==> config.mk <==
export PLATFORM = sky130hd
export DESIGN_NAME = srda_queue
export DESIGN_NICKNAME = d
export VERILOG_FILES = /design/src/rtl/core/srda_pkg.sv /design/src/rtl/core/srda_queue.sv
export SDC_FILE = /design/constraint.sdc
export NUM_CORES = 1
export LEC_CHECK = 0
export BUFFER_PORTS_ARGS = -buffer_cell sky130_fd_sc_hd__buf_2
export CAP_MARGIN = 15
export CORE_AREA = 5 5 514 516
export CTS_CLUSTER_DIAMETER = 80
export CTS_CLUSTER_SIZE = 40
export DETAILED_ROUTE_END_ITERATION = 16
export DIE_AREA = 0 0 519 521
export PLACE_DENSITY = 0.47
export SLEW_MARGIN = 40
export SYNTH_ARGS = -nofsm -noshare
export SYNTH_HDL_FRONTEND = slang
export SYNTH_SLANG_ARGS = --single-unit
==> constraint.sdc <==
create_clock -name clk -period 31 [get_ports clk]
set_input_delay 1.55 -clock clk [delete_from_list [all_inputs] [get_ports clk]]
set_output_delay 1.55 -clock clk [all_outputs]
set_load 0.02 [all_outputs]
==> src/rtl/core/srda_pkg.sv <==
// Shared types and constants for the session replay and duplicate admission filter.
`default_nettype none
package srda_pkg;

  localparam int HISTORY_DEPTH_DEF = 64;
  localparam int SESSION_SLOTS_DEF = 8;
  localparam logic [31:0] GEN_MAX = 32'hFFFF_FFFF;

  typedef enum logic [3:0] {
    DISP_ACCEPTED        = 4'd0,
    DISP_DUP_PIXELS      = 4'd1,
    DISP_DUP_OBSERVATION = 4'd2,
    DISP_DUP_GEOMETRY    = 4'd3,
    DISP_DUP_CALIBRATION = 4'd4,
    DISP_CONFLICT        = 4'd5,
    DISP_STALE           = 4'd6,
    DISP_SESSION_LIMIT   = 4'd7,
    DISP_EXHAUSTED       = 4'd8,
    DISP_CLEARED         = 4'd9
  } disp_t;

  typedef enum logic [1:0] {
    F_IDLE,
    F_SCAN,
    F_PUSH
  } front_state_t;

  typedef enum logic [1:0] {
    B_IDLE,
    B_LOOK,
    B_APPLY
  } back_state_t;

  typedef struct packed {
    logic [63:0] tag;
    logic [31:0] seq;
    logic [63:0] codeword;
    logic [63:0] pixels;
    logic [31:0] geo_gen;
    logic [31:0] cal_gen;
  } hist_entry_t;

  typedef struct packed {
    logic        clear;
    logic [63:0] tag;
    logic [31:0] seq;
    logic [7:0]  profile;
    logic [63:0] codeword;
    logic [63:0] pixels;
    logic [63:0] geo;
    logic [63:0] cal;
  } item_t;

  typedef struct packed {
    item_t       item;
    logic        found;
    hist_entry_t entry;
  } job_t;

  typedef struct packed {
    disp_t       disp;
    logic [31:0] geo_gen;
    logic [31:0] cal_gen;
    logic [3:0]  tracked;
    logic [6:0]  retained;
  } result_t;

endpackage
`default_nettype wire

==> src/rtl/core/srda_queue.sv <==
// Two-entry queue of classified jobs between front and back.
`default_nettype none
module srda_queue #(
  parameter int IDX_W = 6
) (
  input  wire logic                 clk,
  input  wire logic                 rst_n,
  input  wire logic                 push,
  input  wire srda_pkg::job_t       push_job,
  input  wire logic [IDX_W-1:0]     push_idx,
  output logic                      full,
  output logic                      empty,
  input  wire logic                 pop,
  output srda_pkg::job_t            pop_job,
  output logic      [IDX_W-1:0]     pop_idx
);
  import srda_pkg::*;

  job_t             job_q [2];
  logic [IDX_W-1:0] idx_q [2];
  logic             wr_r, rd_r;
  logic [1:0]       cnt_r;

  assign full    = (cnt_r == 2'd2);
  assign empty   = (cnt_r == 2'd0);
  assign pop_job = job_q[rd_r];
  assign pop_idx = idx_q[rd_r];

  always_ff @(posedge clk) begin
    if (!rst_n) begin
      wr_r  <= 1'b0;
      rd_r  <= 1'b0;
      cnt_r <= 2'd0;
    end else begin
      if (push && !full) begin
        wr_r <= !wr_r;
      end
      if (pop && !empty) begin
        rd_r <= !rd_r;
      end
      cnt_r <= cnt_r + 2'((push && !full) ? 1 : 0) - 2'((pop && !empty) ? 1 : 0);
    end
  end

  always_ff @(posedge clk) begin
    if (push && !full) begin
      job_q[wr_r] <= push_job;
      idx_q[wr_r] <= push_idx;
    end
  end

endmodule
`default_nettype wire

### Yosys cells after proc, flatten, opt, wreduce, memory -nomap -nowiden

Memories as Yosys holds them, arrays and structs flattened. A register that Yosys moved wholly into a read port is not among the register bits.
Cells that the tools add are included.

* memory bits (writable): 1312
* input port bits: 660
* output and inout bits: 658
* memories: 2
* register bits after elaboration: 4

* mux-type cells: 8
* reductions and logical operators: 7
* $add $sub $neg: 2
* equality and inequality tests: 1

Memory list
* job_q: depth 2, bits a word 650, read ports 1, clocked after memory_dff 1, write ports 1, RTL line srda_queue.sv:19 `job_t job_q [2];`
* idx_q: depth 2, bits a word 6, read ports 1, clocked after memory_dff 1, write ports 1, RTL line srda_queue.sv:20 `logic [IDX_W-1:0] idx_q [2];`

Operators by type and width (number)
* $mux W1: 8
* $logic_not A1 Y1: 4
* $add A2 B1 Y2: 1
* $eq A2 B2 Y1 const B: 1
* $logic_and A1 B1 Y1: 2
* $logic_not A2 Y1: 1
* $sub A2 B1 Y2: 1

### Logic depth before layout (Yosys ltp)

Gate-level depths: netlist of the first run.

* word-level depth: 6
* depth in mapped cells: 8
* mapped depth without buffers: 8

### Least setup slack after synthesis of the first run

No wires, ideal clock.

* kind: in2reg
* from: input port push
* to: memory idx_q[0][0], enable pin
* stages on the path: 2
* library setup time: 1.692 ns
* path slack: 0.544 ns
* data arrival time: 28.764 ns
* path through: nand2_1 nor2_1

* word-level cells in the longest chain between the ends: 3

RTL lines
* start, declared: RTL line srda_queue.sv:8 `input wire logic push,`
* $logic_and A1 B1 Y1: RTL line srda_queue.sv:46 `if (push && !full) begin`
* $mux W1: RTL line srda_queue.sv:46
* $mux W1 (implied by the code): RTL line srda_queue.sv:48 `idx_q[wr_r] <= push_idx;`
* end, declared: RTL line srda_queue.sv:20

No other way between the ends.

==> results_dict.tcl, run 1 <==
set metrics [dict create \
    status "completed" \
    cts.sinks 1317 \
    die_y_um 521 \
    skew_ns 0.0402 \
    final_max_slew_viol_count 0 \
    worst-path-buf-inv 6 \
    async_flop_share 0 \
    synth.area.top_cells "edfxtp_1 (82%), mux2_2 (15%), clkbuf_8 (1.4%), buf_6 (0.56%), dfxtp_1 (0.21%)" \
    grt_use_total 0.122 \
    syn_area_um2 48000 \
    crit_chain "buf_12 -> buf_12 -> buf_6 -> buf_6 -> buf_6 -> mux2_2 -> buf_2" \
    min_period_over_period 0.203 \
    vias_per_cell 3.70 \
    maxCapViolCount 0 \
    grt_start_max_net_pins 133 \
    end_kind "output port" \
    postCtsResizedCells 0 \
    final_nets 4095 \
    fmax_mhz 159 \
    p_leak_nw 21.7 \
    h-tree-depth 3 \
    yosys-top-cells-count "edfxtp_1 (1312), mux2_2 (656), clkbuf_8 (48)" \
    ios 1318 \
    cp.arrival_ns 4.73 \
    holdWs_ns 0.527 \
    cts_made_buffers 83 \
    ys_types 18 \
    core_area_um2 259000 \
    cpPeakStageDelay_ns 0.66 \
    timing.setup.tns_ns 0 \
    worst_setup_path_start_kind "flop" \
    path_max_fanout 76 \
    drive_above_1_share 0.617 \
    power_w 0.00536 \
    hold_viol 0 \
    drc 0 \
    antenna_found_initial 149 \
    hold_class "flop to flop" \
    ys_warn_count 0 \
    cts-root-buf "clkbuf_16" \
    synth-edff-count 1312 \
    avgSynthCellArea_um2 23.2 \
    area_growth_pct 28.4 \
    powerDensity_nw_per_um2 87.0 \
    die_w_um 519 \
    seq_area_frac_synth 0.824 \
    crit_top_cell "buf_6" \
    rsz0062_at_grt "no" \
    vias 25700 \
    synth-main-ff-cell "edfxtp_1" \
    grt_pass1_wl_mm 230 \
    netlist.area_leader.share 0.822 \
    vdd_ir_drop_max_uv 84.7 \
    setup_viol 0 \
    drt_first_pass_iters 7 \
    postRouteWirelength_mm 174 \
    place_congestion 0.873 \
    synth_area_leader_cell "edfxtp_1" \
    path_class "flop to output port" \
    synth-seq-cells 1317 \
    min_period_ns 6.28 \
    portBuffers 1317 \
    post-synth-top-count-cell "edfxtp_1" \
    die_area_um2 270000 \
    initial_core_util 0.185 \
    syn-num-nets 2730 \
    clkTransAtPathRegs_ns 0.09 \
    netlist_instances 2068 \
    first_global_vias 26200 \
    drtIter0Drc 1657 \
    slew_headroom 0.456 \
    worst_slew_pin_slew_ns 0.815 \
    cts_hold_buf 0 \
    grt_overflow 0 \
    path_delay_family "buffers and inverters" \
    dp_hpwl_mm 136 \
    worst_skew_pair.late_latency_ns 0.72 \
    fillCellCount 26800 \
    wl_per_cell_um 25.0 \
    crit_slowest_cell "dfxtp_4" \
    required_ns 29.45 \
    drtAntennaViolNets 0 \
    cts_tree "built" \
    post_cts_buffers 0 \
    rows 187 \
    cts_buffer_depth 3 \
]
==> cells by family (layout without fill, tap and decap cells) <==
| logic type | after synthesis | in the layout | synth area share |
|---|---|---|---|
| flops | 1317 | 1317 | 0.824 |
| mux | 657 | 657 | 0.154 |
| buf+inv | 76 | 1511 | 0.0198 |
| simple gates | 13 | 13 | 0.00130 |
| fa+ha+maj | 2 | 2 | 0.000522 |
| xor+xnor | 2 | 2 | 0.000365 |
| compound gates | 1 | 1 | 0.000157 |
| other cells | 0 | 29 | 0 |
==> per-stage QoR <==
step / cells / area [µm²] / utilization / setup slack (ns)
after floorplan: 2068 / 48000 / - / 0.544
after global placement: 6742 / 58100 / 0.225 / 24.18
after detailed placement: 6749 / 58300 / 0.225 / 24.61
after CTS: 6904 / 61500 / 0.238 / 24.33
after global routing: 6914 / 61500 / 0.238 / 24.40
final: 6934 / 61600 / 0.238 / 24.72
==> worst reg2reg max path, stage by stage, from the launching register on <==
cell	delay, ns
dfxtp_1	0.38
nand2b_1	0.17
and3_4	0.54
buf_4	0.66
buf_6	0.64
buf_6	0.61
buf_6	0.66
buf_6	0.64
==> report_power, final <==
group	switching, W	internal [W]	leakage (nW)	total, W
Clock	0.000701	0.000581	1.49	0.00128
Sequential	0.0000649	0.00229	12.3	0.00235
Combinational	0.00113	0.000586	7.91	0.00172
Total	0.00190	0.00346	21.7	0.00536
==> final cells by class <==
cell class	count	area, µm²	share of cell area
clock buffer	88	2140	0.0347
clock inverter	67	992	0.0161
sequential	1317	39500	0.641
antenna	29	72.6	0.00118
tap	3402	4260	0.0691
inverter	3	11.3	0.000183
multi-input combinational	675	7520	0.122
timing repair buffer	1353	7100	0.115
==> final timing paths <==
kind	startpoint	cells past startpoint	slack, ns	to
worst min register to register	rd_r	2	0.53	rd_r
worst max register to register	cnt_r[0]	7	26.29	job_q[1][484]
worst max-delay path	flop	7	24.72	pop_job[266]
worst min-delay path	rd_r	2	0.53	rd_r
==> cell usage in the layout (no fill, tap or decap), drive strengths merged <==
cell type     n
clkinvlp      5
and3          1
mux2        656
and2          2
xor2          1
buf        1353
diode        29
dfxtp         5
inv          31
clkinv       31
xnor2         1
nand2b        2
edfxtp     1312
nand2         2
ha            2
nor2          5
nor3          1
mux2i         1
o21a          1
clkbuf       88
bufinv        3
==> routing by layer <==
metal  share of wire  global-route usage
met1            0.38               0.144
met2            0.47               0.203
met3            0.12              0.0588
met4           0.024              0.0244
met5          0.0043                   0
==> state kept, by name (all words and copies together), names as in the netlist, named ones only <==
register and flops:
cnt_r 2, idx_q 12, job_q 1300, rd_r 1, wr_r 1
(Power assumes the default switching activity.)
==> run 2, diff against run 1 <==
- PLACE_DENSITY: 0.47 -> 0.46
- clock period: 31 -> 6 ns (I/O delays scaled with it)
==> run 2 against run 1 <==
Against the previous run:
- routed wire length down 1.6%
- clock power grew to 5.4 times the previous value
- sequential cell count stayed put
- utilization grew 2.8 points
- global-route usage down 0.25 points
- sequential share of layout area is 6.7 points lower
- register-to-register slack got worse by 23 ns
- via count grew 8.8%
- final cell count up 9.9%
- combinational power increased to 5.4 times the previous value
- largest cell class unchanged
- highest routed layer unchanged
==> results_dict.tcl, run 2 (synthesized netlist as in run 1, its figures left out) <==
set metrics [dict create \
    rows 187 \
    critPathCapture "pop_job[475]" \
    ios 1318 \
    r2r_setup_slack_ns 3.66 \
    initial_core_util 0.185 \
    crit_chain "buf_12 -> buf_12 -> mux2_2 -> buf_2" \
    largestRegisters "job_q (1300), idx_q (12), cnt_r (2)" \
    required_ns 5.70 \
    vias_per_cell 3.67 \
    largest_register_ffs 1300 \
    hold_viol 0 \
    final_cell_mix "buf_2 (1317), edfxtp_1 (1312), dlygate4sd3_1 (659), mux2_2 (656), clkbuf_16 (87)" \
    dp_hpwl_mm 132 \
    drtIter0Drc 1862 \
    grt_pass1_wl_mm 232 \
    slew_headroom 0.518 \
    cts_buffer_depth 3 \
    place_congestion 0.838 \
    clkTransAtPathRegs_ns 0.10 \
    drt_first_pass_iters 5 \
    path_delay_family "buffers and inverters" \
    die_y_um 521 \
    crit-reg2reg-launch "cnt_r[0]" \
    reg2reg_depth 6 \
    setup_viol 0 \
    cp.arrival_ns 2.90 \
    end_kind "output port" \
    postCtsResizedCells 0 \
    final_common_cell "buf_2" \
    place_area_um2 58600 \
    crit_slowest_cell "dfxtp_4" \
    cp.depth 4 \
    cts_tree "built" \
    rsz0062_at_grt "no" \
    path_class "flop to output port" \
    worst_setup_path_start_kind "flop" \
    core_area_um2 259000 \
    die_w_um 519 \
    portBuffers 1317 \
    regMostFlops "job_q" \
    design_area_um2 68700 \
    p_leak_nw 24.7 \
    cts_made_buffers 85 \
    fillCellCount 26500 \
    pre_cts_ws_ns 3.40 \
    cts-root-buf "clkbuf_16" \
    grt_start_max_net_pins 135 \
    hold_class "input port to flop" \
    holdWs_ns 0.286 \
    die_area_um2 270000 \
    cpPeakStageDelay_ns 0.61 \
    vdd_ir_drop_max_uv 294 \
    final_max_slew_viol_count 0 \
    grt_overflow 0 \
    min_period_over_period 0.533 \
    worst-path-buf-inv 3 \
    min_period_ns 3.20 \
    h-tree-depth 3 \
    drive_above_1_share 0.524 \
    antenna_found_initial 114 \
    crit_top_cell "buf_12" \
    drtAntennaViolNets 0 \
    status "completed" \
    final_nets 4782 \
    cts.sinks 1317 \
    drc 0 \
    skew_ns 0.0425 \
    wl_per_cell_um 22.4 \
    timing.setup.tns_ns 0 \
    grt_use_total 0.120 \
    worst_skew_pair.late_latency_ns 0.73 \
    worst_slew_pin_slew_ns 0.722 \
    area_growth_pct 43.3 \
    fmax_mhz 313 \
    powerDensity_nw_per_um2 412 \
    path_max_fanout 119 \
    final.setup.worst_slack_ns 2.80 \
    maxCapViolCount 0 \
    postRouteWirelength_mm 171 \
    r2r_end "job_q[0][57]" \
    vias 28000 \
    first_global_vias 29400 \
]
[run 2: repair_timing]
item	4_1_cts	5_1_grt
hold buffers	659	0
endpoints found under the hold margin	1320	0
setup buffers	0	0
[run 2: routing by layer]
layer  GRT usage  vias up  part of all wire
met2       0.196     1267              0.47
met5     0.00158        -            0.0025
met1       0.141    13900              0.39
li1            -    12400                 -
met4      0.0384       64             0.037
met3      0.0533      302              0.10
[run 2: layout make-up]
type / instances / area (µm²) / area share
Clock buffer: 91 / 2190 / 0.0319
Inverter: 3 / 11.3 / 0.000164
Clock inverter: 69 / 1190 / 0.0173
Sequential cell: 1317 / 39500 / 0.575
Antenna cell: 27 / 67.6 / 0.000983
Timing Repair Buffer: 2038 / 14000 / 0.203
Tap cell: 3402 / 4260 / 0.0619
Multi-Input combinational cell: 675 / 7540 / 0.110
[run 2: power breakdown]
part | internal (W) | switching [W] | leakage (nW)
sequential | 0.0118 | 0.000334 | 12.3
clock | 0.00320 | 0.00374 | 1.60
combinational | 0.00341 | 0.00583 | 10.8
[run 2: stage by stage]
step / util / std cells / power [W]
finish: 0.266 / 7622 / 0.0283
global route: 0.265 / 7605 / 0.0296
CTS: 0.265 / 7591 / 0.0288
detailed placement: 0.226 / 6772 / 0.0213
global placement: 0.226 / 6767 / 0.0213
floorplan: - / 2068 / 0.0185
[run 2: worst min-delay path by stage]
stage,endpoint,startpoint,slack [ns],depth (start not counted)
2_1_floorplan,idx_q[0][0],push_idx[0],0.40,0
3_3_place_gp,job_q[0][265],push_job[265],0.49,1
3_5_place_dp,job_q[1][478],push_job[478],0.49,1
4_1_cts,job_q[1][461],push_job[461],0.17,2
5_1_grt,job_q[0][442],push_job[442],0.18,2
6_report,job_q[0][442],push_job[442],0.29,2
