$ cat src/rtl/core/srda_pkg.sv
// Shared types and constants for the session replay and duplicate admission filter.
`default_nettype none
package srda_pkg;

  localparam int HISTORY_DEPTH_DEF = 64;
  localparam int SESSION_SLOTS_DEF = 8;
  localparam logic [31:0] GEN_MAX = 32'hFFFF_FFFF;

  typedef enum logic [3:0] {
    DISP_ACCEPTED        = 4'd0,
    DISP_DUP_PIXELS      = 4'd1,
    DISP_DUP_OBSERVATION = 4'd2,
    DISP_DUP_GEOMETRY    = 4'd3,
    DISP_DUP_CALIBRATION = 4'd4,
    DISP_CONFLICT        = 4'd5,
    DISP_STALE           = 4'd6,
    DISP_SESSION_LIMIT   = 4'd7,
    DISP_EXHAUSTED       = 4'd8,
    DISP_CLEARED         = 4'd9
  } disp_t;

  typedef enum logic [1:0] {
    F_IDLE,
    F_SCAN,
    F_PUSH
  } front_state_t;

  typedef enum logic [1:0] {
    B_IDLE,
    B_LOOK,
    B_APPLY
  } back_state_t;

  typedef struct packed {
    logic [63:0] tag;
    logic [31:0] seq;
    logic [63:0] codeword;
    logic [63:0] pixels;
    logic [31:0] geo_gen;
    logic [31:0] cal_gen;
  } hist_entry_t;

  typedef struct packed {
    logic        clear;
    logic [63:0] tag;
    logic [31:0] seq;
    logic [7:0]  profile;
    logic [63:0] codeword;
    logic [63:0] pixels;
    logic [63:0] geo;
    logic [63:0] cal;
  } item_t;

  typedef struct packed {
    item_t       item;
    logic        found;
    hist_entry_t entry;
  } job_t;

  typedef struct packed {
    disp_t       disp;
    logic [31:0] geo_gen;
    logic [31:0] cal_gen;
    logic [3:0]  tracked;
    logic [6:0]  retained;
  } result_t;

endpackage
`default_nettype wire

$ cat src/rtl/core/srda_back.sv
// Back end: session lookup, generation tracking, table updates and result register.
`default_nettype none
module srda_back #(
  parameter int HISTORY_DEPTH = 64,
  parameter int SESSION_SLOTS = 8
) (
  input  wire logic                             clk,
  input  wire logic                             rst_n,
  input  wire logic                             q_empty,
  output logic                                  q_pop,
  input  wire srda_pkg::job_t                   q_job,
  input  wire logic [$clog2(HISTORY_DEPTH)-1:0] q_idx,
  output logic                                  busy,
  output logic      [HISTORY_DEPTH-1:0]         hist_valid,
  output logic                                  ram_we,
  output logic      [$clog2(HISTORY_DEPTH)-1:0] ram_waddr,
  output srda_pkg::hist_entry_t                 ram_wdata,
  output logic                                  out_valid,
  input  wire logic                             out_ready,
  output srda_pkg::result_t                     out_result
);
  import srda_pkg::*;

  localparam int IW  = $clog2(HISTORY_DEPTH);
  localparam int SW  = (SESSION_SLOTS > 1) ? $clog2(SESSION_SLOTS) : 1;
  localparam int SCW = $clog2(SESSION_SLOTS + 1);
  localparam int RCW = $clog2(HISTORY_DEPTH + 1);
  localparam logic [IW-1:0]  LAST = IW'(HISTORY_DEPTH - 1);
  localparam logic [RCW-1:0] RMAX = RCW'(HISTORY_DEPTH);

  back_state_t state_r, state_nxt;
  job_t        job_r;
  logic [IW-1:0] idx_r, write_slot_r;
  logic [HISTORY_DEPTH-1:0] valid_r, conflict_r;
  logic [SESSION_SLOTS-1:0] sess_active_r;
  logic [63:0] sess_tag_r  [SESSION_SLOTS];
  logic [31:0] sess_high_r [SESSION_SLOTS];
  logic [7:0]  sess_prof_r [SESSION_SLOTS];
  logic        smatch_r, sfree_r, smatch, sfree;
  logic [SW-1:0] sidx_r, eidx_r, sidx, eidx;
  logic        geo_known_r, cal_known_r;
  logic [63:0] geo_held_r, cal_held_r;
  logic [31:0] geo_cnt_r, cal_cnt_r;
  logic [SCW-1:0] sess_cnt_r;
  logic [RCW-1:0] ret_cnt_r;
  logic        out_valid_r;
  result_t     out_r;

  logic        geo_ch, cal_ch, exhausted;
  logic [31:0] g1, c1;
  logic        do_clear, do_conf, do_commit, do_new, new_sess;
  disp_t       disp;
  result_t     res;

  assign hist_valid = valid_r;
  assign out_valid  = out_valid_r;
  assign out_result = out_r;
  assign busy       = (state_r != B_IDLE);

  always_comb begin
    smatch = 1'b0;
    sfree  = 1'b0;
    sidx   = '0;
    eidx   = '0;
    for (int i = 0; i < SESSION_SLOTS; i++) begin
      if (sess_active_r[i] && sess_tag_r[i] == job_r.item.tag) begin
        smatch = 1'b1;
        sidx   = SW'(i);
      end
      if (!sess_active_r[i] && !sfree) begin
        sfree = 1'b1;
        eidx  = SW'(i);
      end
    end
  end

  always_comb begin
    state_nxt = state_r;
    unique case (state_r)
      B_IDLE:  if (!q_empty && !out_valid_r) begin
        state_nxt = B_LOOK;
      end
      B_LOOK:  state_nxt = B_APPLY;
      B_APPLY: state_nxt = B_IDLE;
      default: state_nxt = B_IDLE;
    endcase
  end

  assign geo_ch    = !geo_known_r || (geo_held_r != job_r.item.geo);
  assign cal_ch    = !cal_known_r || (cal_held_r != job_r.item.cal);
  assign exhausted = (geo_ch && geo_cnt_r == GEN_MAX) || (cal_ch && cal_cnt_r == GEN_MAX);
  assign g1        = geo_cnt_r + {31'd0, geo_ch};
  assign c1        = cal_cnt_r + {31'd0, cal_ch};

  always_comb begin
    q_pop     = 1'b0;
    do_clear  = 1'b0;
    do_conf   = 1'b0;
    do_commit = 1'b0;
    disp      = DISP_ACCEPTED;
    unique case (state_r)
      B_IDLE: q_pop = !q_empty && !out_valid_r;
      B_LOOK: q_pop = 1'b0;
      B_APPLY: begin
        if (job_r.item.clear) begin
          do_clear = 1'b1;
          disp     = DISP_CLEARED;
        end else if (job_r.found && (conflict_r[idx_r] ||
                     job_r.entry.codeword != job_r.item.codeword)) begin
          do_conf = 1'b1;
          disp    = DISP_CONFLICT;
        end else if (!smatch_r && !sfree_r) begin
          disp = DISP_SESSION_LIMIT;
        end else if (smatch_r && sess_prof_r[sidx_r] != job_r.item.profile) begin
          disp = DISP_CONFLICT;
        end else if (!job_r.found && smatch_r && job_r.item.seq <= sess_high_r[sidx_r]) begin
          disp = DISP_STALE;
        end else if (exhausted) begin
          disp = DISP_EXHAUSTED;
        end else begin
          do_commit = 1'b1;
          if (!job_r.found) begin
            disp = DISP_ACCEPTED;
          end else if (job_r.entry.geo_gen != g1) begin
            disp = DISP_DUP_GEOMETRY;
          end else if (job_r.entry.cal_gen != c1) begin
            disp = DISP_DUP_CALIBRATION;
          end else if (job_r.entry.pixels == job_r.item.pixels) begin
            disp = DISP_DUP_PIXELS;
          end else begin
            disp = DISP_DUP_OBSERVATION;
          end
        end
      end
      default: q_pop = 1'b0;
    endcase
  end

  assign do_new   = do_commit && !job_r.found;
  assign new_sess = do_new && !smatch_r;

  assign ram_we    = do_commit;
  assign ram_waddr = job_r.found ? idx_r : write_slot_r;
  assign ram_wdata = '{tag: job_r.item.tag, seq: job_r.item.seq,
                       codeword: job_r.item.codeword, pixels: job_r.item.pixels,
                       geo_gen: g1, cal_gen: c1};

  always_comb begin
    res.disp     = disp;
    res.geo_gen  = do_commit ? g1 : geo_cnt_r;
    res.cal_gen  = do_commit ? c1 : cal_cnt_r;
    res.tracked  = 4'(sess_cnt_r + SCW'(new_sess ? 1 : 0));
    res.retained = 7'(ret_cnt_r + RCW'((do_new && ret_cnt_r < RMAX) ? 1 : 0));
    if (do_clear) begin
      res = '{disp: DISP_CLEARED, geo_gen: '0, cal_gen: '0, tracked: '0, retained: '0};
    end
  end

  always_ff @(posedge clk) begin
    if (!rst_n) begin
      state_r       <= B_IDLE;
      out_valid_r   <= 1'b0;
      valid_r       <= '0;
      conflict_r    <= '0;
      sess_active_r <= '0;
      write_slot_r  <= '0;
      geo_known_r   <= 1'b0;
      cal_known_r   <= 1'b0;
      geo_held_r    <= '0;
      cal_held_r    <= '0;
      geo_cnt_r     <= '0;
      cal_cnt_r     <= '0;
      sess_cnt_r    <= '0;
      ret_cnt_r     <= '0;
    end else begin
      state_r <= state_nxt;
      if (state_r == B_APPLY) begin
        out_valid_r <= 1'b1;
      end else if (out_ready) begin
        out_valid_r <= 1'b0;
      end
      if (do_clear) begin
        valid_r       <= '0;
        conflict_r    <= '0;
        sess_active_r <= '0;
        write_slot_r  <= '0;
        geo_known_r   <= 1'b0;
        cal_known_r   <= 1'b0;
        geo_held_r    <= '0;
        cal_held_r    <= '0;
        geo_cnt_r     <= '0;
        cal_cnt_r     <= '0;
        sess_cnt_r    <= '0;
        ret_cnt_r     <= '0;
      end
      if (do_conf) begin
        conflict_r[idx_r] <= 1'b1;
      end
      if (do_commit) begin
        geo_cnt_r <= g1;
        cal_cnt_r <= c1;
        if (geo_ch) begin
          geo_known_r <= 1'b1;
          geo_held_r  <= job_r.item.geo;
        end
        if (cal_ch) begin
          cal_known_r <= 1'b1;
          cal_held_r  <= job_r.item.cal;
        end
      end
      if (do_new) begin
        valid_r[write_slot_r]    <= 1'b1;
        conflict_r[write_slot_r] <= 1'b0;
        write_slot_r <= (write_slot_r == LAST) ? '0 : write_slot_r + 1'b1;
        if (ret_cnt_r < RMAX) begin
          ret_cnt_r <= ret_cnt_r + 1'b1;
        end
      end
      if (new_sess) begin
        sess_active_r[eidx_r] <= 1'b1;
        sess_cnt_r <= sess_cnt_r + 1'b1;
      end
    end
  end

  always_ff @(posedge clk) begin
    if (q_pop) begin
      job_r <= q_job;
      idx_r <= q_idx;
    end
    if (state_r == B_LOOK) begin
      smatch_r <= smatch;
      sfree_r  <= sfree;
      sidx_r   <= sidx;
      eidx_r   <= eidx;
    end
    if (state_r == B_APPLY) begin
      out_r <= res;
    end
    if (new_sess) begin
      sess_tag_r[eidx_r]  <= job_r.item.tag;
      sess_high_r[eidx_r] <= job_r.item.seq;
      sess_prof_r[eidx_r] <= job_r.item.profile;
    end else if (do_new) begin
      sess_high_r[sidx_r] <= job_r.item.seq;
    end
  end

`ifndef SYNTHESIS
  a_sess_count: assert property (@(posedge clk) disable iff (!rst_n)
    $countones(sess_active_r) == int'(sess_cnt_r))
    else $error("session count out of step with active slots");
  a_ret_bound: assert property (@(posedge clk) disable iff (!rst_n)
    ret_cnt_r <= RMAX)
    else $error("retained count above ring depth");
  a_slot_bound: assert property (@(posedge clk) disable iff (!rst_n)
    write_slot_r <= LAST)
    else $error("write slot beyond ring");
  a_pop_empty_out: assert property (@(posedge clk) disable iff (!rst_n)
    q_pop |=> !out_valid_r)
    else $error("job taken while a result waits");
`endif

endmodule
`default_nettype wire

$ cat config.mk
export PLATFORM = sky130hd
export DESIGN_NAME = srda_back
export DESIGN_NICKNAME = d
export VERILOG_FILES = /design/src/rtl/core/srda_pkg.sv /design/src/rtl/core/srda_back.sv
export SDC_FILE = /design/constraint.sdc
export NUM_CORES = 2
export LEC_CHECK = 0
export BUFFER_PORTS_ARGS = -buffer_cell sky130_fd_sc_hd__clkbuf_2
export CAP_MARGIN = 20
export CORE_AREA = 2 2 462 464
export CTS_BUF_LIST = sky130_fd_sc_hd__clkbuf_2
export DETAILED_ROUTE_END_ITERATION = 12
export DIE_AREA = 0 0 464 466
export RECOVER_POWER = 50
export SYNTH_ARGS = -nofsm -noshare
export SYNTH_HDL_FRONTEND = slang
export SYNTH_SLANG_ARGS = --single-unit
$ cat constraint.sdc
create_clock -name clk -period 75.5 [get_ports clk]
set_input_delay 3.775 -clock clk [delete_from_list [all_inputs] [get_ports clk]]
set_output_delay 3.775 -clock clk [all_outputs]
set_load 0.02 [all_outputs]
Word level (Yosys, flattened, before mapping)
Memories as Yosys holds them, arrays and structs flattened.
Index checks and enable logic that the tools add are counted.
{"block": "word_totals", "n_memories": 3, "word_cells": 256, "register_bits": 997, "out_inout_bits": 441, "ramBits": 832}
{"block": "classes", "reduce_logical": 68, "n_bitwise": 5, "n_addsub": 7, "order_cmp": 8, "n_mux": 101, "eq_ne": 21}
{"memory": "sess_tag_r", "words": 8, "word_bits": 64, "rd": 8, "rd_ports_with_merged_regs": 0, "wr": 1, "line_no": "srda_back.sv:36", "rtl": "logic [63:0] sess_tag_r [SESSION_SLOTS];"}
{"memory": "sess_high_r", "words": 8, "word_bits": 32, "rd": 1, "rd_ports_with_merged_regs": 0, "wr": 1, "line_no": "srda_back.sv:37", "rtl": "logic [31:0] sess_high_r [SESSION_SLOTS];"}
{"memory": "sess_prof_r", "words": 8, "word_bits": 8, "rd": 1, "rd_ports_with_merged_regs": 0, "wr": 1, "line_no": "srda_back.sv:38", "rtl": "logic [7:0] sess_prof_r [SESSION_SLOTS];"}
{"cell": "$mux 64", "count": 14}
{"cell": "$eq 64x64->1", "count": 9}
{"cell": "$mux 32", "count": 6}
{"cell": "$ne 64x64->1", "count": 3}
{"cell": "$or 64x64->64", "count": 2}
{"cell": "$add 32x1->32", "count": 2}
{"cell": "$and 64x64->64", "count": 1}
{"cell": "$eq 32x32->1 const B", "count": 2}
{"cell": "$ne 32x32->1", "count": 2}
{"cell": "$not 64->64", "count": 1}
{"cell": "$mux 1", "count": 45}
{"cell": "$le 32x32->1", "count": 1}
{"cell": "$reduce_or 32->1", "count": 1}
{"cell": "$logic_and 1x1->1", "count": 29}
{"cell": "$mux 4", "count": 7}
{"cell": "$mux 3", "count": 8}
{"cell": "$mux 6", "count": 4}
{"cell": "$mux 8", "count": 3}
{"cell": "$mux 7", "count": 3}
{"cell": "$logic_not 1->1", "count": 20}
{"cell": "$lt 6x7->1 const B", "count": 2}
{"cell": "$demux 1 s6", "count": 2}
{"cell": "$ge 6x1->1 const B", "count": 2}
{"cell": "$mux 2", "count": 6}
{"cell": "25 further kinds", "count": 35}

Depth between registers and ports, before layout
{"block": "logic_depth", "ltp_word": 21, "mapped_depth": 22, "ltp_nobuf": 18}

Worst setup path after synthesis
No wires, ideal clock.
{"block": "synth_timing", "path_type": "input port to output port", "start": "input port q_empty", "end": "output port q_pop", "cell_stages": 1, "path_slack_ps": 29779, "t_arrival_ps": 41946, "path_buffers": 0, "t_required_ps": 71725, "path_cell_list": "nor3_1"}
{"block": "synth_via", "elab_chain_len": 3}
{"element": "start, declared", "line_no": "srda_back.sv:9", "rtl": "input wire logic q_empty,"}
{"element": "$logic_not 1->1", "line_no": "srda_back.sv:102", "rtl": "B_IDLE: q_pop = !q_empty && !out_valid_r;"}
{"element": "$logic_and 1x1->1", "line_no": "srda_back.sv:102"}
{"element": "$mux 1", "line_no": "srda_back.sv:101", "rtl": "unique case (state_r)"}
{"element": "end, declared", "line_no": "srda_back.sv:10", "rtl": "output logic q_pop,"}
Every way passes these cells.

Worst setup path in the final report
{"block": "layout_timing", "start": "input port q_empty", "end": "register job_r[107] (netlist name) (enable)"}
{"block": "layout_via", "elab_chain_len": 3}
{"element": "$logic_not 1->1", "line_no": "srda_back.sv:102"}
{"element": "$logic_and 1x1->1", "line_no": "srda_back.sv:102"}
{"element": "$mux 1", "line_no": "srda_back.sv:101"}
{"element": "end signal, assigned", "line_no": "srda_back.sv:228", "rtl": "job_r <= q_job;"}
{"element": "end, declared", "line_no": "srda_back.sv:32", "rtl": "job_t job_r;"}
Every way passes these cells.
A chain may end at the register's enable or synchronous reset.

==> summary.txt <==
Status -> complete, but fails checks
Failing checks -> capacitance limit, slew limit
Dpl ws -> 65.87 ns
Core area -> 211000 um^2
Tcrit/Tclk final -> 19.9%
Final setup fails -> 0
Commonest register cell after synthesis -> edfxtp_1
DRT iter0 DRCs -> 5229
Synth Warn # -> 0
Dominant cell type by area after synthesis -> edfxtp_1
First-pass GRT wire length -> 361000 um
Total grt overflow -> 0
Slowest cell on the critical path -> clkbuf_1
Top cell type's share of synthesized area -> 57.0%
Worst Hold Class -> reg -> reg
Std cell rows -> 169
Most frequent cells in the layout -> clkbuf_2, edfxtp_1, xnor2_1
VDD IR-drop max -> 0.0197 mV
Crit Path Max Fanout -> 151
Chip Width -> 464 um
Die height -> 466 um
Vias in the first global route -> 51.8k
Boundary Pins -> 1101
Largest net degree at the start of global routing -> 236
Asr flop ratio synth -> 0%
Fin Clk Skew -> 0.394 ns
Critical Path, Cell by Cell -> clkbuf_1 -> nor3_1 -> clkbuf_1 -> clkbuf_1 -> clkbuf_1 -> clkbuf_1 -> clkbuf_1 -> buf_12 -> buf_4
Pleak -> 33.3 nW
Post-DP HPWL -> 180000 um
CP max stage delay -> 2.62 ns
Routability Congestion -> 0.951
Hold_buf cts -> 0
Area contributors post-synth -> edfxtp_1, dfxtp_1, xnor2_1
Port bufs -> 1004
Least-Margin Pin Slew -> 4.84 ns
# DRC -> 0
Synth Cell Area -> 77900 um^2
Max frequency -> 0.0664 GHz
Worst Path Required -> 76.85 ns
Worst slew margin -> -223%
Tmin final -> 15.05 ns
Synth Register Bits -> 1829
Effective utilization at floorplan -> 36.9%
Share of cells above drive strength 1 -> 25.9%
Post-route ant nets -> 0
Final WL -> 256000 um
Finished Layout Cells -> 10.0k
Max-cap violations -> 36
Die Area -> 216000 um^2
Most used cell, CP -> clkbuf_1
Hold WS -> 0.399 ns
Syn Nets -> 6376
Final hold vios -> 0
DR pass1 iterations -> 6
Clk slew on worst S/H paths -> 0.11 ns
Most common cell after layout, fill and taps aside -> clkbuf_2
Clock sinks -> 1829
TritonCTS Buffers -> 482
Total global-route track usage -> 22.9%
Syn_area_per_cell -> 13.7 um^2
Post-layout worst setup margin -> 60.45 ns
Post-CTS sizing -> 0
Initial antenna violation count -> 50
Fin. max-slew vios -> 1074
CP bufs+invs -> 8
RSZ-0062 raised after global routing -> false
Worst path top cell family by delay -> buffers and inverters
Critical path type -> in -> reg
Final TNS setup -> 0 ns
H-tree levels -> 5
EDFF count, synth -> 1479
Postcts setup bufs -> 0
Via-per-instance ratio -> 5.30
Clock root cell -> clkbuf_2
Syn-to-layout area delta -> 14.1%
Via Count -> 53.1k
CTS tree -> yes
Max clock buf depth -> 4
Post-synthesis sequential area ratio -> 66.0%
Nets -> 7501
Wire per inst -> 25.6 um
Cell count after synthesis -> 5671
Arrival @ worst endpoint -> 16.41 ns
Pwr Density -> 22.3 nW/um^2
Crit path launch type -> input port
Worst setup EP type -> flip-flop
Clk_lat worst skew -> 1.99 ns
Library cells used by synthesis -> 97
Cells after DPL -> 9128
==> Yosys cell counts (125+ instances only) <==
cell type,instances
xnor2_1,403
buf_4,229
mux2i_1,202
xor2_1,257
clkbuf_1,202
nor4_1,125
nand3_1,246
inv_1,140
nand4_1,202
dfxtp_1,350
a21oi_1,138
nand2_1,356
edfxtp_1,1479
o21ai_0,157
==> power breakdown <==
| part | leakage (nW) | internal, W | switching (W) |
|---|---|---|---|
| Sequential | 16.4 | 0.00112 | 0.0000252 |
| Clock | 3.31 | 0.000270 | 0.000419 |
| Combinational | 13.6 | 0.0000486 | 0.0000982 |
| Total | 33.3 | 0.00144 | 0.000542 |
==> layout make-up <==
cell class / instances / area, um^2
fill: 20000 / 122000
sequential: 1829 / 51400
multi-input combinational: 3194 / 23300
timing repair buffer: 1142 / 5690
tap: 2821 / 3530
clock buffer: 699 / 3500
clock inverter: 162 / 838
inverter: 147 / 552
antenna: 28 / 70.1
==> layer usage <==
metal / global-route usage, % / part of all wire, % / up-vias
met5: 0 / 0.054 / -
met4: 10.3 / 4.8 / 22
met3: 5.27 / 7.8 / 562
met2: 37.6 / 48 / 2633
met1: 28.7 / 40 / 26300
li1: - / - / 23600
==> cell families (layout without fill, tap and decap cells) <==
| logic type | count (synthesis) | count (layout) | share of synthesized area, % |
|---|---|---|---|
| other cells | 0 | 28 | 0 |
| simple gates | 1464 | 1464 | 10.1 |
| fa+ha+maj | 45 | 45 | 0.723 |
| mux | 288 | 288 | 4.88 |
| compound gates | 729 | 729 | 6.24 |
| flops | 1829 | 1829 | 66.0 |
| buf+inv | 648 | 2150 | 4.43 |
| xor+xnor | 668 | 668 | 7.65 |
==> per-stage QoR <==
stage          total power, W  utilization, %  instance area, um^2
6_report              0.00198            42.1                88900
5_1_grt               0.00207            42.1                88900
4_1_cts               0.00201            42.2                89200
3_5_place_dp          0.00132            40.2                84900
3_3_place_gp          0.00131            40.2                84800
2_1_floorplan         0.00128               -                77900
==> tightest hold or removal path, stage by stage, from the launching register on <==
cell and delay (ns):
edfxtp_1 0.37, nand2_1 0.06, mux2i_1 0.12
==> state kept, by name (all words and copies together), names as in the netlist, 2 cells and up <==
signal / cells
cal_cnt_r: 32
cal_held_r: 64
conflict_r: 64
eidx_r: 3
geo_cnt_r: 32
geo_held_r: 64
hist_valid: 64
idx_r: 6
job_r: 330
out_result: 79
ram_wdata: 224
ret_cnt_r: 7
sess_active_r: 8
sess_cnt_r: 4
sess_high_r: 256
sess_prof_r: 64
sess_tag_r: 512
sidx_r: 3
state_r: 2
write_slot_r: 6
==> worst paths after layout <==
path | from | end | slack [ns] | depth (start not counted)
min | job_r[388] | geo_held_r[35] | 0.40 | 2
min reg2reg | job_r[388] | geo_held_r[35] | 0.40 | 2
max | q_empty | job_r[107] | 60.45 | 9
max reg2reg | state_r[1] | job_r[107] | 61.92 | 9
Note: power is estimated with default switching activity, not from simulation.
