<file path="config.mk">
export PLATFORM = sky130hd
export DESIGN_NAME = srda_ram
export DESIGN_NICKNAME = d
export VERILOG_FILES = /design/src/rtl/core/srda_ram.sv
export SDC_FILE = /design/constraint.sdc
export NUM_CORES = 1
export LEC_CHECK = 0
export ABC_AREA = 1
export BUFFER_PORTS_ARGS = -buffer_cell sky130_fd_sc_hd__clkbuf_2
export CORE_MARGIN = 4
export CORE_UTILIZATION = 55
export DETAILED_ROUTE_END_ITERATION = 10
export HOLD_SLACK_MARGIN = 0.15
export PLACE_DENSITY = 0.72
export SLEW_MARGIN = 20
export SYNTH_ARGS = -nofsm -noshare
export SYNTH_HDL_FRONTEND = slang
export SYNTH_SLANG_ARGS = --single-unit
</file>
<file path="constraint.sdc">
create_clock -name clk -period 1.5 [get_ports clk]
set_input_delay 0.075 -clock clk [delete_from_list [all_inputs] [get_ports clk]]
set_output_delay 0.075 -clock clk [all_outputs]
set_load 0.005 [all_outputs]
</file>
<file path="src/rtl/core/srda_ram.sv">
// Generic single-write, single-read RAM with registered read data.
`default_nettype none
module srda_ram #(
  parameter int WIDTH = 8,
  parameter int DEPTH = 16
) (
  input  wire logic                     clk,
  input  wire logic                     we,
  input  wire logic [$clog2(DEPTH)-1:0] waddr,
  input  wire logic [WIDTH-1:0]         wdata,
  input  wire logic [$clog2(DEPTH)-1:0] raddr,
  output logic      [WIDTH-1:0]         rdata
);

  logic [WIDTH-1:0] mem [DEPTH];

  always_ff @(posedge clk) begin
    if (we) begin
      mem[waddr] <= wdata;
    end
    rdata <= mem[raddr];
  end

endmodule
`default_nettype wire

</file>
# Word level (Yosys, flattened, before mapping)
# Memory sizes are Yosys's and may differ from the RTL's. A register that Yosys moved wholly into a read port is not among the register bits.
# Index checks and enable logic that the tools add are counted.
[word_totals]
wordCells = 3
inputBits = 18
mem_count = 1
ramBits = 128
ff_bits = 0
out_inout_bits = 8
[classes]
n_mux = 2
[memory_table]
columns = ["memory", "words", "width", "read_ports", "rd_clocked_by_memory_dff", "write_ports", "line_no", "text"]
rows = [
  ["mem", 16, 8, 1, 1, 1, "15", "logic [WIDTH-1:0] mem [DEPTH];"],
]
[op_table]
columns = ["cell", "n"]
rows = [
  ["2-to-1 mux 1 bit", 2],
]

# Depth between registers and ports, before layout
# Gate-level depths: netlist (run 1).
[depth]
ltp_word = 2
depth_mapped = 8
ltp_nobuf = 7

# Worst setup path before layout (run 1)
# OpenSTA, ideal clock, no wires.
[synth_timing]
path_type = "input port to flip-flop"
start = "in waddr[2]"
end = "mem mem[10][0] (enable)"
setup_time_ps = 370
n_path_buf = 0
t_required_ps = 1130
setup_slack_ps = 474
arrival_time_ps = 656
path_stages = 2
cell_sequence = "nand3b_1 -> nor2_1"
[synth_rtl]
columns = ["item", "line_no", "text"]
rows = [
  ["start: declaration", "9", "input wire logic [$clog2(DEPTH)-1:0] waddr,"],
  ["end: declaration", "15", ""],
]
# No word-level cell before the write port.

# Worst setup path in the final report (run 1)
[layout_timing]
start = "reg rdata[4] (read register of mem)"
end = "out rdata[4]"
[layout_rtl]
columns = ["item", "line_no", "text"]
rows = [
  ["start: declaration", "12", "output logic [WIDTH-1:0] rdata"],
]
# No word-level cell between the ends.

==> reports/results.tsv, run 1 <==
stage	metric	value	unit
sta	RSZ-0062 raised after global routing	no	
sta	worst slew pin tran	0.451	ns
flow_run	Max Cap Violations	0	
worst_setup_path	Worst EP arrival	1.04	ns
final_layout	share of cells above drive strength 1	0.130	
floorplan	core area	10300	um^2
worst_setup_path	FF-to-FF setup slack	0.48	ns
sta	Final Hold Violating Endpoints	0	
pwr	Max VDD drop	0.000844	V
logic_synthesis	syn nets	569	
worst_setup_path	Setup CP Type	flip-flop to output pin	
route	DRT Pass-1 Iters	5	
pwr	P_leak	0.00299	uW
grt	global-route wire length before repair	20600	um
final_layout	area grow syn2layout	18.4	%
worst_setup_path	worst r2r src	mem[8][4]$_DFFE_PP_	
logic_synthesis	post-synth cell types	12	
clock_tree	Clock Tree Buf Depth	2	
grt	initial antenna violation count	0	
worst_setup_path	Buf+Inv Stages, Crit Path	1	
clock_tree	Post-CTS Setup Bufs	0	
clock_tree	post-CTS sizing	0	
status	outcome	finished clean	
sta	crit share post-route	0.741	
pwr	Sw Ratio	0.220	
worst_setup_path	endpoint class of the critical path	output pin	
final_layout	multi-input logic area	1210	um^2
grt	vias in the first global route	3907	
hold_path	hold crit path type	primary input to flip-flop	
logic_synthesis	Post-Synthesis Cell Area	5770	um^2
final_layout	nets	628	
sta	max-slew violations	0	
worst_setup_path	Crit. path cell count	1	
worst_setup_path	worst r2r dst	rdata[4]$_DFF_P_	
placed_design	DP Worst Slack	0.341	ns
worst_setup_path	crit path from	rdata[4]$_DFF_P_	
sta	worst setup margin	0.388	ns
logic_synthesis	Synth Area per Inst	10.5	um^2
route	Via-to-Cell Ratio	5.25	
worst_setup_path	FF-to-FF path depth	6	
route	DR iter-0 viols	281	
logic_synthesis	Syn. warnings	0	
placed_design	gpl congestion	0.868	
grt	largest net degree at the start of global routing	56	
route	DRC errors left	0	
pwr	Sequential Power Share	0.492	
logic_synthesis	post-synthesis register bit count	136	
floorplan	io pins	26	
placed_design	PortBufs	25	
final_layout	Antenna Cells	0	
clock_tree	clk slew on worst S/H paths	0.06	ns
final_layout	most frequent cells in the layout	nand2_1, edfxtp_1, inv_1, nand3_1, clkbuf_2	
final_layout	fin area	6830	um^2
worst_setup_path	CP max stage delay	0.38	ns
clock_tree	cts bufs inserted	17	
final_layout	Register Area	4000	um^2
clock_tree	H-tree depth	4	
final_layout	commonest non-fill, non-tap cell in the layout	nand2_1	
logic_synthesis	register area share after synthesis	0.694	
worst_setup_path	startpoint types	flip-flop	
worst_setup_path	CP Max Fanout	1	
route	routed wire length	13100	um
floorplan	Starting Density	0.561	
sta	final setup fails	0	
floorplan	Placement Rows	37	
pwr	Internal Power	6790	uW
floorplan	DIE HEIGHT	110	um
grt	GRT Residual Overflow	0	
floorplan	Die ar.	12200	um^2
pwr	Sw Pwr	1920	uW
worst_setup_path	worst setup path end	rdata[4]	
final_layout	FILL cells	806	
clock_tree	CTS tree	yes	
pwr	Clk pwr share	0.444	
floorplan	chip width	110	um
placed_design	placed cell area	6130	um^2
grt	Global Route Usage Sum	0.240	
pwr	Power Density	1270	nW/um^2
worst_setup_path	Slowest cell on crit path	dfxtp_1	
pwr	Design Power	8700	uW
logic_synthesis	Post-Syn Instances	551	
clock_tree	clk_lat worst skew	0.53	ns
sta	Slew headroom	0.700	
clock_tree	TritonCTS Sinks	136	
placed_design	HPWL after DPL	8130	um
sta	minimum clock period	1.11	ns
worst_setup_path	crit-path leading delay family	flip-flops	
route	WL/cell	17.3	um
pwr	Logic pwr share	0.064	
route	ANT nets after route	0	
sta	setup TNS	0	ns
worst_setup_path	critical-path cell list	clkbuf_2	
clock_tree	root buffer cell	clkbuf_8	
route	via count	3987	
sta	Layout Skew	0.0112	ns
worst_setup_path	Critical Path RT	1.42	ns
sta	Fmax	899	MHz
hold_path	Hold Crit Depth	6	
-- final cells by class --
cell class | count | area share
Clock buffer | 19 | 0.0617
Clock inverter | 13 | 0.0192
Inverter | 102 | 0.0561
Multi-Input combinational cell | 289 | 0.178
Sequential cell | 136 | 0.586
Tap cell | 136 | 0.0249
Timing Repair Buffer | 64 | 0.0740
-- synth_stat cells --
cell      number  area (um^2)
inv_1        100          375
nand2_1      173          649
buf_1          1         3.75
nand3b_1       2         15.0
nor2_1        17         63.8
buf_2         13         65.1
dfxtp_1        8          160
inv_2          2         7.51
buf_4          4         30.0
nand3_1       97          485
buf_6          6         67.6
edfxtp_1     128         3840
-- cells by family (layout without fill, tap and decap cells) --
family / Yosys count / count (layout) / synth area share
DFF: 136 / 136 / 0.694
buffers and inverters: 126 / 198 / 0.0952
and+or+nand+nor: 289 / 289 / 0.210
-- routing by layer --
metal	GRT usage	part of all wire	vias to the layer above
li1	-	-	1891
met1	0.307	0.42	1874
met2	0.373	0.48	184
met3	0.0716	0.075	38
met4	0.118	0.032	0
met5	0	0	-
-- timing repair --
action,in CTS,in global routing
endpoints found under the hold margin,157,0
hold buffers,16,0
setup endpoints to repair,0,1
-- metrics by stage --
| stage | cells | hold slack, ns | util |
|---|---|---|---|
| after detailed placement | 712 | 0.455 | 0.596 |
| final | 759 | 0.187 | 0.664 |
| after CTS | 760 | 0.159 | 0.665 |
| after global routing | 759 | 0.204 | 0.664 |
| after global placement | 712 | 0.454 | 0.596 |
| after floorplan | 551 | 0.174 | - |
-- power groups by stage --
stage	Combinational, uW	Sequential (uW)	Clock [uW]
detailed placement	525	4360	0
global placement	509	4360	0
finish	560	4280	3860
floorplan	300	4350	0
CTS	564	4280	3910
global route	622	4280	4080
-- worst min-delay path by stage --
stage | startpoint | to | slack, ns
floorplan | wdata[0] | mem[0][0]$_DFFE_PP_ | 0.17
global placement | rdata[7]$_DFF_P_ | rdata[7] | 0.45
detailed placement | rdata[5]$_DFF_P_ | rdata[5] | 0.45
CTS | raddr[1] | rdata[7]$_DFF_P_ | 0.16
global route | waddr[2] | mem[7][4]$_DFFE_PP_ | 0.20
finish | raddr[1] | rdata[0]$_DFF_P_ | 0.19
-- sequential cells by signal, summed over array words and instances, names as in the netlist --
register and cells:
mem 128, rdata 8
No activity file was read; power rests on OpenSTA's default activity.
==> run 2: changes to the inputs <==
- PLACE_DENSITY: 0.72 -> 0.75
- clock period: 1.5 -> 1.01 ns (I/O delays scaled with it)
==> run 2 against run 1 <==
Critical path type unchanged. The run now ends with negative setup slack left. Cell count increased by 0.26%. Sequential share of layout area fell by 0.70 points. First-iteration DRC count rose by 56%. Highest routed layer unchanged. Cell area increased by 1.5%. Critical endpoint is now rdata[3]. Via count grew 0.43%. Worst hold slack lost 0.024 ns. Sequential power is 49% higher. Largest cell class unchanged. Wire length down 0.20%.
==> reports/results.tsv, run 2 (synthesis results as in run 1) <==
stage	metric	value	unit
route	DRC errors left	0	
floorplan	Die ar.	12200	um^2
placed_design	DP Worst Slack	-0.115	ns
worst_setup_path	startpoint types	flip-flop	
floorplan	DIE HEIGHT	110	um
clock_tree	TritonCTS Sinks	136	
worst_setup_path	worst r2r src	mem[1][5]$_DFFE_PP_	
grt	Global Route Usage Sum	0.233	
hold_path	Hold Crit Depth	7	
worst_setup_path	Slowest cell on crit path	dfxtp_2	
placed_design	PortBufs	25	
pwr	Logic pwr share	0.070	
floorplan	chip width	110	um
floorplan	Placement Rows	37	
route	WL/cell	17.2	um
grt	initial antenna violation count	0	
status	outcome	finished with violations	
grt	met3 usage	0.0530	
pwr	Power Density	1820	nW/um^2
pwr	Sequential Power Share	0.505	
clock_tree	H-tree depth	4	
grt	Top Usage Layer GRT	met2	
sta	worst setup margin	-0.0189	ns
grt	GRT Residual Overflow	0	
route	DRT Pass-1 Iters	7	
sta	Slew headroom	0.691	
worst_setup_path	CP Max Fanout	1	
worst_setup_path	CP max stage delay	0.35	ns
hold_path	Hold Crit Start	raddr[1]	
final_layout	share of cells above drive strength 1	0.182	
worst_setup_path	FF-to-FF path depth	6	
final_layout	Top reg by flops	mem	
sta	worst slew pin tran	0.464	ns
sta	Final Hold Violating Endpoints	0	
grt	GR Util met1	0.309	
final_layout	commonest non-fill, non-tap cell in the layout	nand2_1	
pwr	Clk pwr share	0.424	
worst_setup_path	Critical Path RT	0.96	ns
sta	minimum clock period	1.03	ns
clock_tree	CTS tree	yes	
grt	met2 GRT Util	0.380	
pwr	Sw Pwr	2960	uW
final_layout	area grow syn2layout	20.2	%
flow_run	Max Cap Violations	0	
floorplan	core area	10300	um^2
worst_setup_path	crit-path leading delay family	flip-flops	
hold_path	Hold EP	rdata[4]$_DFF_P_	
clock_tree	Clock Tree Buf Depth	2	
sta	max-slew violations	0	
route	DR iter-0 viols	439	
final_layout	nets	630	
route	via count	4004	
floorplan	Starting Density	0.561	
clock_tree	clk_lat worst skew	0.52	ns
floorplan	io pins	26	
worst_setup_path	FF-to-FF setup slack	0.04	ns
worst_setup_path	critical-path cell list	clkbuf_2	
worst_setup_path	Buf+Inv Stages, Crit Path	1	
pwr	Max VDD drop	0.00127	V
placed_design	HPWL after DPL	8090	um
pwr	P_leak	0.00302	uW
worst_setup_path	endpoint class of the critical path	output pin	
route	ANT nets after route	0	
final_layout	Largest register FFs	128	
sta	Fmax	972	MHz
sta	RSZ-0062 raised after global routing	yes	
status	failing checks	negative setup slack	
worst_setup_path	worst r2r dst	rdata[5]$_DFF_P_	
grt	global-route wire length before repair	20100	um
hold_path	hold crit path type	primary input to flip-flop	
route	routed wire length	13100	um
sta	Layout Skew	0.00898	ns
clock_tree	root buffer cell	clkbuf_8	
sta	final setup fails	3	
grt	vias in the first global route	3780	
final_layout	most frequent cells in the layout	nand2_1, edfxtp_1, inv_1, nand3_1, buf_4	
pwr	Internal Power	9650	uW
worst_setup_path	Setup CP Type	flip-flop to output pin	
sta	crit share post-route	1.02	
route	Via-to-Cell Ratio	5.26	
placed_design	gpl congestion	0.834	
clock_tree	cts bufs inserted	17	
worst_setup_path	Worst EP arrival	0.98	ns
clock_tree	clk slew on worst S/H paths	0.06	ns
final_layout	Antenna Cells	0	
grt	largest net degree at the start of global routing	65	
pwr	Sw Ratio	0.234	
final_layout	registers with the most flip-flops	mem (128), rdata (8)	
sta	worst hold slack	0.163	ns
==> run 2: cell count changes in the layout (fill, tap and decap cells not counted), moves of 3 or more <==
| cell | change |
|---|---|
| dfxtp_1 | -8 |
| dfxtp_2 | +8 |
| clkbuf_2 | -3 |
| inv_6 | +3 |
| nand3_1 | -18 |
| buf_4 | +4 |
| buf_6 | +3 |
| nand3_2 | +18 |
==> run 2: layer usage <==
layer,share of wire,up-vias
li1,-,1894
met1,0.40,1931
met2,0.51,160
met3,0.079,19
met4,0.018,0
met5,0,-
==> run 2: worst max-delay path by stage <==
stage | startpoint | to | slack [ns] | cells past startpoint
final | rdata[3]$_DFF_P_ | rdata[3] | -0.02 | 1
after global routing | rdata[3]$_DFF_P_ | rdata[3] | -0.07 | 1
after CTS | rdata[3]$_DFF_P_ | rdata[3] | -0.05 | 1
after detailed placement | raddr[0] | rdata[7]$_DFF_P_ | -0.12 | 8
after global placement | raddr[0] | rdata[3]$_DFF_P_ | -0.1 | 8
after floorplan | waddr[3] | mem[4][0]$_DFFE_PP_ | 0.009 | 2
==> run 2: area by class of cell <==
cell class	count	area, um^2
inverter	102	383
clock buffer	18	418
multi-input combinational	289	1310
fill	796	3350
sequential	136	4010
timing repair buffer	66	534
tap	136	170
clock inverter	14	101
==> run 2: timing repair <==
| item | CTS | global route |
|---|---|---|
| hold buffers | 13 | 0 |
| setup buffers | 0 | 0 |
| pin swaps | 0 | 5 |
| endpoints found under the hold margin | 164 | 0 |
| endpoints found under the setup margin | 8 | 15 |
| resized for setup | 8 | 24 |
==> run 2: stage by stage <==
| step | instance area (um^2) | power (uW) | instances | setup TNS, ns | utilization |
|---|---|---|---|---|---|
| 2_1_floorplan | 5770 | 6910 | 551 | 0 | - |
| 3_3_place_gp | 6160 | 7240 | 716 | -1.34 | 0.599 |
| 3_5_place_dp | 6160 | 7270 | 716 | -2.22 | 0.599 |
| 4_1_cts | 6820 | 12600 | 761 | -0.186 | 0.664 |
| 5_1_grt | 6930 | 13100 | 761 | -0.362 | 0.674 |
| 6_report | 6930 | 12600 | 761 | -0.0401 | 0.674 |
==> run 2: power groups by stage <==
stage	combinational (uW)	sequential (uW)	clock, uW
2_1_floorplan	445	6460	0
3_3_place_gp	768	6480	0
3_5_place_dp	788	6480	0
4_1_cts	835	6370	5410
5_1_grt	978	6380	5700
6_report	888	6370	5350
==> run 3: changes to the inputs <==
- PLACE_DENSITY: 0.75 -> default
- PLACE_DENSITY_LB_ADDON: default -> 0.1
- clock period: 1.01 -> 1.3 ns (I/O delays scaled with it)
==> run 3 against run 2 <==
The run now ends clean. Clock skew is 0.0023 ns lower. Setup slack better by 0.14 ns. Power is 20% lower. First-iteration DRC count decreased by 48%. Cell count stayed put. Global-route usage fell by 0.16 points. Worst hold slack improved by 0.088 ns. Core utilization is 0.55 points lower. Critical path depth grew 4. Register-to-register slack improved by 0.23 ns. Sequential power is 23% lower. Combinational power fell by 26%. Critical path type is now primary input to flip-flop. Largest cell class unchanged.
==> reports/results.tsv, run 3 (synthesis results as in run 1) <==
stage	metric	value	unit
final_layout	nets	630	
pwr	Max VDD drop	0.000890	V
floorplan	io pins	26	
clock_tree	Clock Tree Buf Depth	2	
placed_design	gpl congestion	0.823	
worst_setup_path	critical-path cell list	dlygate4sd3_1 > clkbuf_2 > nand3b_1 > nor2_2 > buf_4	
pwr	P_leak	0.00302	uW
route	routed wire length	13000	um
final_layout	share of cells above drive strength 1	0.131	
grt	Global Route Usage Sum	0.231	
worst_setup_path	Buf+Inv Stages, Crit Path	3	
floorplan	Starting Density	0.561	
worst_setup_path	Setup CP Type	primary input to flip-flop	
final_layout	most frequent cells in the layout	nand2_1, edfxtp_1, inv_1, nand3_1, clkbuf_2	
worst_setup_path	startpoint types	primary input	
final_layout	Antenna Cells	0	
floorplan	DIE HEIGHT	110	um
final_layout	Largest register FFs	128	
worst_setup_path	CP Max Fanout	8	
pwr	Sw Pwr	2150	uW
sta	worst slew pin tran	0.434	ns
worst_setup_path	Slowest cell on crit path	dlygate4sd3_1	
floorplan	Die ar.	12200	um^2
sta	final setup fails	0	
pwr	Power Density	1480	nW/um^2
worst_setup_path	endpoint class of the critical path	flip-flop	
final_layout	area grow syn2layout	19.2	%
hold_path	hold crit path type	primary input to flip-flop	
clock_tree	clk_lat worst skew	0.51	ns
route	WL/cell	17.1	um
sta	worst setup margin	0.124	ns
pwr	Logic pwr share	0.065	
pwr	Clk pwr share	0.449	
clock_tree	CTS tree	yes	
pwr	Sw Ratio	0.212	
clock_tree	clk slew on worst S/H paths	0.06	ns
route	via count	3911	
sta	Final Hold Violating Endpoints	0	
grt	vias in the first global route	3704	
sta	Fmax	850	MHz
worst_setup_path	FF-to-FF path depth	6	
status	outcome	finished clean	
sta	Slew headroom	0.711	
placed_design	DP Worst Slack	0.147	ns
sta	Layout Skew	0.00669	ns
worst_setup_path	CP max stage delay	0.54	ns
final_layout	commonest non-fill, non-tap cell in the layout	nand2_1	
hold_path	Hold Crit Start	raddr[0]	
worst_setup_path	crit-path leading delay family	buffers and inverters	
floorplan	Placement Rows	37	
worst_setup_path	Worst EP arrival	1.39	ns
clock_tree	Post-CTS Setup Bufs	0	
placed_design	HPWL after DPL	7820	um
final_layout	Top reg by flops	mem	
clock_tree	cts bufs inserted	17	
floorplan	core area	10300	um^2
sta	minimum clock period	1.18	ns
final_layout	registers with the most flip-flops	mem (128), rdata (8)	
sta	setup TNS	0	ns
grt	initial antenna violation count	0	
clock_tree	root buffer cell	clkbuf_8	
route	Via-to-Cell Ratio	5.14	
final_layout	Register Area	4000	um^2
flow_run	Max Cap Violations	0	
hold_path	Hold Crit Depth	7	
grt	global-route wire length before repair	20000	um
sta	RSZ-0062 raised after global routing	no	
worst_setup_path	Critical Path RT	1.52	ns
sta	max-slew violations	0	
route	DRT Pass-1 Iters	5	
placed_design	PortBufs	25	
pwr	Sequential Power Share	0.487	
grt	GRT Residual Overflow	0	
final_layout	FILL cells	806	
route	DR iter-0 viols	228	
final_layout	multi-input logic area	1220	um^2
worst_setup_path	worst r2r src	mem[5][4]$_DFFE_PP_	
worst_setup_path	Crit. path cell count	5	
sta	crit share post-route	0.905	
clock_tree	H-tree depth	4	
pwr	Internal Power	7990	uW
grt	largest net degree at the start of global routing	33	
worst_setup_path	crit path from	waddr[2]	
clock_tree	TritonCTS Sinks	136	
route	ANT nets after route	0	
floorplan	chip width	110	um
route	DRC errors left	0	
[run 3: stage by stage]
stage / cell area [um^2] / instances / utilization / hold WS, ns / total power [uW]
2_1_floorplan: 5770 / 551 / - / 0.164 / 5370
3_3_place_gp: 6150 / 713 / 0.598 / 0.439 / 5630
3_5_place_dp: 6150 / 713 / 0.598 / 0.442 / 5640
4_1_cts: 6870 / 761 / 0.668 / 0.227 / 10200
5_1_grt: 6870 / 761 / 0.669 / 0.310 / 10500
6_report: 6870 / 761 / 0.669 / 0.251 / 10100
[run 3: area by class of cell]
class,instances,share of cell area
Sequential cell,136,0.583
Multi-Input combinational cell,289,0.177
Timing Repair Buffer,66,0.0779
Clock buffer,23,0.0679
Inverter,102,0.0557
Tap cell,136,0.0248
Clock inverter,9,0.0142
[run 3: timing repair]
action                                  4_1_cts  5_1_grt
resized for setup                             0        1
hold buffers                                 16        0
hold endpoints to repair                    138        0
endpoints found under the setup margin        0        6
[run 3: power by group through the flow]
| stage | registers, uW | logic (uW) | clock network [uW] |
|---|---|---|---|
| finish | 4930 | 657 | 4550 |
| global route | 4940 | 729 | 4790 |
| CTS | 4940 | 660 | 4600 |
| detailed placement | 5030 | 618 | 0 |
| global placement | 5020 | 608 | 0 |
| floorplan | 5020 | 346 | 0 |
[run 3: tightest hold or removal path, stage by stage]
cell and delay, ns:
clkbuf_2 0.14, buf_12 0.19, nand2_1 0.08, nand3_1 0.06
nand3_1 0.07, nand3_1 0.07, nand2_1 0.05
[run 3: path summary, 6_finish.rpt]
kind                               to  slack, ns
setup / recovery  mem[8][1]$_DFFE_PP_       0.12
hold / removal       rdata[5]$_DFF_P_       0.25
setup reg to reg     rdata[4]$_DFF_P_       0.27
hold reg to reg      rdata[0]$_DFF_P_       0.68
[run 3: routing by layer]
metal,vias up,part of all wire,GRT usage
met3,16,0.050,0.0419
met4,0,0.013,0.0765
met1,1884,0.43,0.305
met5,-,0,0
met2,114,0.51,0.391
li1,1897,-,-
